<file path="src/hw/rtl/prt_pkg.sv">
`timescale 1ns / 1ps
package prt_pkg;

    localparam int SMP_W = 24;
    localparam int WIDE_W = 27;
    localparam int COEF_W = 16;
    localparam int ADDR_W = 16;
    localparam int MEM_DEPTH = 42368;
    localparam logic [12:0] PREDELAY_MAX = 13'd4800;

    typedef logic signed [SMP_W-1:0] t_smp;
    typedef logic signed [WIDE_W-1:0] t_wide;
    typedef logic [COEF_W-1:0] t_coef;

    localparam t_wide SMP_HI = 27'sd8388607;
    localparam t_wide SMP_LO = -27'sd8388608;

    localparam logic [16:0] DD2_BIAS = 17'd9830;
    localparam logic [16:0] DD2_LO = 17'd16384;
    localparam logic [16:0] DD2_HI = 17'd32768;

    localparam logic [2:0] CFG_PREDELAY = 3'd0;
    localparam logic [2:0] CFG_PREFILT = 3'd1;
    localparam logic [2:0] CFG_DIFF_ONE = 3'd2;
    localparam logic [2:0] CFG_DIFF_TWO = 3'd3;
    localparam logic [2:0] CFG_DECAY = 3'd4;
    localparam logic [2:0] CFG_DECAY_DIFF = 3'd5;
    localparam logic [2:0] CFG_DAMPING = 3'd6;

    localparam logic [5:0] S_PD_WR = 6'd0;
    localparam logic [5:0] S_PD_RD = 6'd1;
    localparam logic [5:0] S_LP_IN = 6'd2;
    localparam logic [5:0] S_ID_FIRST = 6'd3;
    localparam logic [5:0] S_ID_LAST = 6'd10;
    localparam logic [5:0] S_H0 = 6'd11;
    localparam logic [5:0] S_H1 = 6'd18;
    localparam logic [5:0] S_H_END = 6'd24;
    localparam logic [5:0] S_TAP_RD = 6'd25;
    localparam logic [5:0] S_TAP_RD_END = 6'd38;
    localparam logic [5:0] S_TAP_ACC = 6'd26;
    localparam logic [5:0] S_TAP_END = 6'd39;
    localparam logic [5:0] S_DONE = 6'd40;

    localparam logic [2:0] H_FB = 3'd0;
    localparam logic [2:0] H_NGA = 3'd1;
    localparam logic [2:0] H_NGB = 3'd2;
    localparam logic [2:0] H_LP = 3'd3;
    localparam logic [2:0] H_DEC = 3'd4;
    localparam logic [2:0] H_APA = 3'd5;
    localparam logic [2:0] H_APB = 3'd6;

    localparam logic [3:0] RG_PD = 4'd0;
    localparam logic [3:0] RG_ID0 = 4'd1;
    localparam logic [3:0] RG_ID1 = 4'd2;
    localparam logic [3:0] RG_ID2 = 4'd3;
    localparam logic [3:0] RG_ID3 = 4'd4;
    localparam logic [3:0] RG_MD0 = 4'd5;
    localparam logic [3:0] RG_MD1 = 4'd6;
    localparam logic [3:0] RG_TD0 = 4'd7;
    localparam logic [3:0] RG_TD1 = 4'd8;
    localparam logic [3:0] RG_DF0 = 4'd9;
    localparam logic [3:0] RG_DF1 = 4'd10;
    localparam logic [3:0] RG_TL0 = 4'd11;
    localparam logic [3:0] RG_TL1 = 4'd12;

    typedef struct packed {
        logic              clr;
        logic [ADDR_W-1:0] clr_addr;
        logic              run;
        logic [5:0]        step;
        logic              accept;
        logic              load_out;
    } t_cmd;

    typedef struct packed {
        logic [3:0]  rg;
        logic [12:0] delay;
        logic        neg;
        logic        right;
    } t_tap;

    function automatic t_smp sat(t_wide v);
        t_smp r;
        if (v > SMP_HI) begin
            r = SMP_HI[SMP_W-1:0];
        end else if (v < SMP_LO) begin
            r = SMP_LO[SMP_W-1:0];
        end else begin
            r = v[SMP_W-1:0];
        end
        return r;
    endfunction

    // floor(v * c / 2^16)
    function automatic t_wide mulc(t_wide v, t_coef c);
        logic signed [43:0] p;
        p = v * $signed({1'b0, c});
        return p[42:16];
    endfunction

    function automatic logic [ADDR_W-1:0] mem_addr(logic [3:0] rg, logic [15:0] t,
                                                   logic [15:0] ofs);
        logic [15:0] i;
        logic [ADDR_W-1:0] a;
        i = t + ofs;
        case (rg)
            RG_PD:   a = 16'(i[12:0]);
            RG_ID0:  a = 16'd8192 + 16'(i[7:0]);
            RG_ID1:  a = 16'd8448 + 16'(i[6:0]);
            RG_ID2:  a = 16'd8576 + 16'(i[8:0]);
            RG_ID3:  a = 16'd9088 + 16'(i[8:0]);
            RG_MD0:  a = 16'd9600 + 16'(i[9:0]);
            RG_MD1:  a = 16'd10624 + 16'(i[9:0]);
            RG_TD0:  a = 16'd11648 + 16'(i[12:0]);
            RG_TD1:  a = 16'd19840 + 16'(i[12:0]);
            RG_DF0:  a = 16'd28032 + 16'(i[10:0]);
            RG_DF1:  a = 16'd30080 + 16'(i[11:0]);
            RG_TL0:  a = 16'd34176 + 16'(i[11:0]);
            RG_TL1:  a = 16'd38272 + 16'(i[11:0]);
            default: a = '0;
        endcase
        return a;
    endfunction

    function automatic logic [12:0] id_delay(logic [1:0] i);
        logic [12:0] d;
        unique case (i)
            2'd0: d = 13'd142;
            2'd1: d = 13'd107;
            2'd2: d = 13'd379;
            2'd3: d = 13'd277;
        endcase
        return d;
    endfunction

    function automatic logic [12:0] td_delay(logic h);
        return h ? 13'd4217 : 13'd4453;
    endfunction

    function automatic logic [12:0] df_delay(logic h);
        return h ? 13'd2656 : 13'd1800;
    endfunction

    function automatic logic [12:0] tl_delay(logic h);
        return h ? 13'd3163 : 13'd3720;
    endfunction

    function automatic t_tap tap_info(logic [3:0] k);
        t_tap r;
        case (k)
            4'd0:    r = '{RG_TD1, 13'd266, 1'b0, 1'b0};
            4'd1:    r = '{RG_TD1, 13'd2974, 1'b0, 1'b0};
            4'd2:    r = '{RG_DF1, 13'd1913, 1'b1, 1'b0};
            4'd3:    r = '{RG_TL1, 13'd1996, 1'b0, 1'b0};
            4'd4:    r = '{RG_TD0, 13'd1990, 1'b1, 1'b0};
            4'd5:    r = '{RG_DF0, 13'd187, 1'b1, 1'b0};
            4'd6:    r = '{RG_TL0, 13'd1066, 1'b0, 1'b0};
            4'd7:    r = '{RG_TD0, 13'd353, 1'b0, 1'b1};
            4'd8:    r = '{RG_TD0, 13'd3627, 1'b0, 1'b1};
            4'd9:    r = '{RG_DF0, 13'd1228, 1'b1, 1'b1};
            4'd10:   r = '{RG_TL0, 13'd2673, 1'b0, 1'b1};
            4'd11:   r = '{RG_TD1, 13'd2111, 1'b1, 1'b1};
            4'd12:   r = '{RG_DF1, 13'd335, 1'b1, 1'b1};
            4'd13:   r = '{RG_TL1, 13'd121, 1'b0, 1'b1};
            default: r = '{RG_PD, 13'd0, 1'b0, 1'b0};
        endcase
        return r;
    endfunction

endpackage

</file>
<file path="src/hw/rtl/prt_ctrl.sv">
`timescale 1ns / 1ps
module prt_ctrl (
    input  logic          i_clk,
    input  logic          i_rst_n,
    input  logic          i_valid,
    output logic          o_ready,
    output logic          o_valid,
    input  logic          i_ready,
    output prt_pkg::t_cmd o_cmd
);
    import prt_pkg::*;

    typedef enum logic [2:0] {
        ST_CLEAR = 3'b001,
        ST_IDLE  = 3'b010,
        ST_RUN   = 3'b100
    } t_state;

    t_state            r_state, n_state;
    logic [5:0]        r_step, n_step;
    logic [ADDR_W-1:0] r_clr, n_clr;
    logic              r_ovalid, n_ovalid;

    always_comb begin
        n_state = r_state;
        n_step = r_step;
        n_clr = r_clr;
        o_cmd = '0;
        o_cmd.clr_addr = r_clr;
        o_cmd.step = r_step;
        o_ready = 1'b0;
        unique case (r_state)
            ST_CLEAR: begin
                o_cmd.clr = 1'b1;
                n_clr = r_clr + 16'd1;
                if (r_clr == 16'(MEM_DEPTH - 1)) begin
                    n_state = ST_IDLE;
                end
            end
            ST_IDLE: begin
                o_ready = 1'b1;
                if (i_valid) begin
                    o_cmd.accept = 1'b1;
                    n_step = S_PD_WR;
                    n_state = ST_RUN;
                end
            end
            ST_RUN: begin
                o_cmd.run = 1'b1;
                if (r_step == S_DONE) begin
                    if (!r_ovalid || i_ready) begin
                        o_cmd.load_out = 1'b1;
                        n_state = ST_IDLE;
                    end
                end else begin
                    n_step = r_step + 6'd1;
                end
            end
            default: n_state = ST_CLEAR;
        endcase
        if (o_cmd.load_out) begin
            n_ovalid = 1'b1;
        end else if (i_ready) begin
            n_ovalid = 1'b0;
        end else begin
            n_ovalid = r_ovalid;
        end
    end

    assign o_valid = r_ovalid;

    always_ff @(posedge i_clk) begin
        if (!i_rst_n) begin
            r_state <= ST_CLEAR;
            r_step <= '0;
            r_clr <= '0;
            r_ovalid <= 1'b0;
        end else begin
            r_state <= n_state;
            r_step <= n_step;
            r_clr <= n_clr;
            r_ovalid <= n_ovalid;
        end
    end
endmodule

</file>
<file path="config.mk">
export PLATFORM = sky130hd
export DESIGN_NAME = prt_ctrl
export DESIGN_NICKNAME = d
export VERILOG_FILES = /design/src/hw/rtl/prt_pkg.sv /design/src/hw/rtl/prt_ctrl.sv
export SDC_FILE = /design/constraint.sdc
export NUM_CORES = 1
export LEC_CHECK = 0
export BUFFER_PORTS_ARGS = -buffer_cell sky130_fd_sc_hd__buf_2
export CAP_MARGIN = 20
export CORE_MARGIN = 2
export CORE_UTILIZATION = 51
export CTS_CLUSTER_SIZE = 30
export DETAILED_ROUTE_END_ITERATION = 7
export GPL_TIMING_DRIVEN = 0
export PLACE_DENSITY = 0.81
export RECOVER_POWER = 25
export SYNTH_ARGS = -nofsm -noshare
export SYNTH_HDL_FRONTEND = slang
export SYNTH_SLANG_ARGS = --single-unit
</file>
<file path="constraint.sdc">
create_clock -name i_clk -period 2.8 [get_ports i_clk]
set_clock_uncertainty 0.1 [all_clocks]
set_input_delay 0.56 -clock i_clk [delete_from_list [all_inputs] [get_ports i_clk]]
set_output_delay 0.56 -clock i_clk [all_outputs]
set_load 0.05 [all_outputs]
</file>
==> results.yml <==
placement:
  port-buffer-count: 31
  place_area_um2: 1460
  dp_slack_ps: 456
  gp_congestion: 0.820
  post-dp-hpwl_um: 2040
final_layout:
  fin_util_pct: 61.4
  final_area_um2: 1480
  antenna_cells: 0
  nets: 191
  drive_gt1_share_pct: 19.7
  n_fill_cell: 213
  area_growth_pct: 17.6
timing:
  fin_setup_tns_ps: 0
  slew_viol_final: 0
  layout_setup_ws_ps: 209
  hold_viol: 0
  fin_crit_sh_pct: 92.5
  grt_setup_unrepaired: "false"
  fin_crit_ps: 2590
  clock.fmax_mhz: 386
  setup_violations: 0
  slew_headroom_pct: 60.6
  tightest_slew_ps: 594
power:
  p_int_mw: 0.462
  p_total_mw: 0.599
  clkPwrFrac_pct: 31.2
  leakage_nw: 0.600
  switching_share_pct: 22.8
  p_per_area_nw_per_um2: 405
  seqPwrFrac_pct: 63.1
  combPwrFrac_pct: 5.7
  power.switching_mw: 0.137
  ir_worst_vdd_mv: 0.281
cts:
  numCtsBuffers: 3
  cts_tree: "done"
  clk_latency_ps: 320
  clk_pin_slew_ps: 130
  root_buffer: "clkbuf_4"
  cts_buffer_depth: 2
  ctsHoldBuffers: 0
  clock_sink_count: 26
  htreeDepth: 1
routing:
  first_pass_iters: 4
  postRouteAntennaNets: 0
  drc: 0
  avgRoutedWirePerCell_um: 13.1
  vias: 1168
  avgViaCountPerCell: 5.48
  drt-initial-drc-count: 23
  wl_met3_um: 132
  wl_um: 2790
  dr.max_layer_used: "met4"
  m1WireLength_um: 1280
  wl_met2_um: 1330
synth:
  yosys.cell_count.top_type: "dfxtp_1"
  synth_area_per_cell_um2: 8.50
  yosys_warnings: 0
  netlist_top_cells_count: "dfxtp_1, nor2_1, a21oi_1, nand2_1, nand3_1"
  synthArstFlopShare_pct: 0
  netlist_area_um2: 1260
  synth_area_leaders: "dfxtp_1, xor2_1, nor2_1"
  synth_enable_flop_cells: 0
  synth_top_area_share_pct: 41.4
  syn-instance-count: 148
  yosysTopAreaCell: "dfxtp_1"
  syn-num-nets: 155
  synthDistinctLibCells: 39
  yosys_most_used_dff: "dfxtp_1"
  ys_ff_latch: 26
  seq_area_frac_synth_pct: 41.4
floorplan:
  die_height_um: 53.7
  row_count: 18
  die-area_um2: 2880
  core_region_area_um2: 2410
  start_util_pct: 52.2
  die_w_um: 53.7
  ios: 32
global_routing:
  overflow: 0
  grt_max_degree: 15
  grt_pass1_wl_um: 4370
  grt_usage_pct: 20.7
  antenna_found_initial: 0
  grt_pass1_vias: 1020
worst_hold_path:
  hold_class: "reg -> reg"
setup_path:
  critPathRequiredTime_ps: 2140
  crit_path_end_kind: "output port"
  critPathArrivalTime_ps: 1930
  cp_max_fo: 5
  critPathLaunchType: "flip-flop"
  path_class: "reg -> out"
run:
  maxCapViolCount: 0
run_status:
  status: "completed"
-- flip-flops by register name (all words and copies together), names as in the netlist --
register	count
o_valid	1
r_clr	16
r_state	3
r_step	6
-- cells in the final DEF (no fill, tap or decap), drive strengths merged, types with 3 or more instances in the layout --
master	netlist	routed
a21oi	10	10
and2	4	4
buf	4	29
clkbuf	1	11
dfxtp	26	26
ha	3	3
inv	6	6
nand2	10	10
nand3	10	10
nand4	6	6
nor2	17	17
nor3	3	3
nor4	3	3
o21ai	5	5
or2	3	3
xnor2	6	6
xor2	8	8
-- layout make-up --
| cell class | count | area, um^2 | area share (%) |
|---|---|---|---|
| multi-input combinational | 110 | 681 | 46.0 |
| timing repair buffer | 31 | 149 | 10.1 |
| sequential | 26 | 520 | 35.2 |
| inverter | 7 | 26.3 | 1.78 |
| clock buffer | 4 | 36.3 | 2.45 |
| tap | 30 | 37.5 | 2.54 |
| buffer | 5 | 30.0 | 2.03 |
-- cells by family after synthesis --
| group | share of synthesized area [%] |
|---|---|
| xor+xnor | 9.74 |
| fa+ha+maj | 2.98 |
| compound gates | 7.75 |
| buf+inv | 5.07 |
| simple gates | 32.3 |
| flops | 41.4 |
| mux | 0.795 |
-- path summary, 6_finish.rpt --
path / from / cells after the start / slack [ps] / end
worst max register to register: r_state[0] / 6 / 640 / r_clr[13]
worst min register to register: r_clr[1] / 2 / 410 / r_clr[1]
worst min-delay path: r_clr[1] / 2 / 410 / r_clr[1]
worst max-delay path: r_step[0] / 6 / 210 / o_cmd[0]
-- layer usage --
metal | track usage, % | vias to the layer above
met1 | 25.4 | 547
met3 | 2.78 | 7
met5 | 0 | -
met4 | 10.3 | 0
li1 | - | 585
met2 | 35.4 | 29
-- worst max-delay path, cell delays in order, from the launching register on --
cell      delay (ps)
dfxtp_1          370
inv_1            100
ha_1             150
nand4b_1         210
nor4b_2          380
buf_4            160
buf_2            250
-- power by group through the flow --
stage,combinational (mW),clock (mW),sequential [mW]
6_report,0.0341,0.187,0.378
5_1_grt,0.0368,0.201,0.379
4_1_cts,0.0346,0.190,0.378
3_5_place_dp,0.0345,0,0.386
3_3_place_gp,0.0337,0,0.386
2_1_floorplan,0.0115,0,0.398
-- metrics by stage --
| step | hold slack [ps] | std cells |
|---|---|---|
| final | 414 | 213 |
| after global routing | 436 | 213 |
| after CTS | 413 | 213 |
| after detailed placement | 394 | 209 |
| after global placement | 376 | 209 |
| after floorplan | 447 | 148 |
-- what timing repair did --
item | in CTS | in global routing
resized for setup | 0 | 1
buffers inserted | 0 | 0
setup endpoints to repair | 0 | 1
Note: power is estimated with default switching activity, not from simulation.
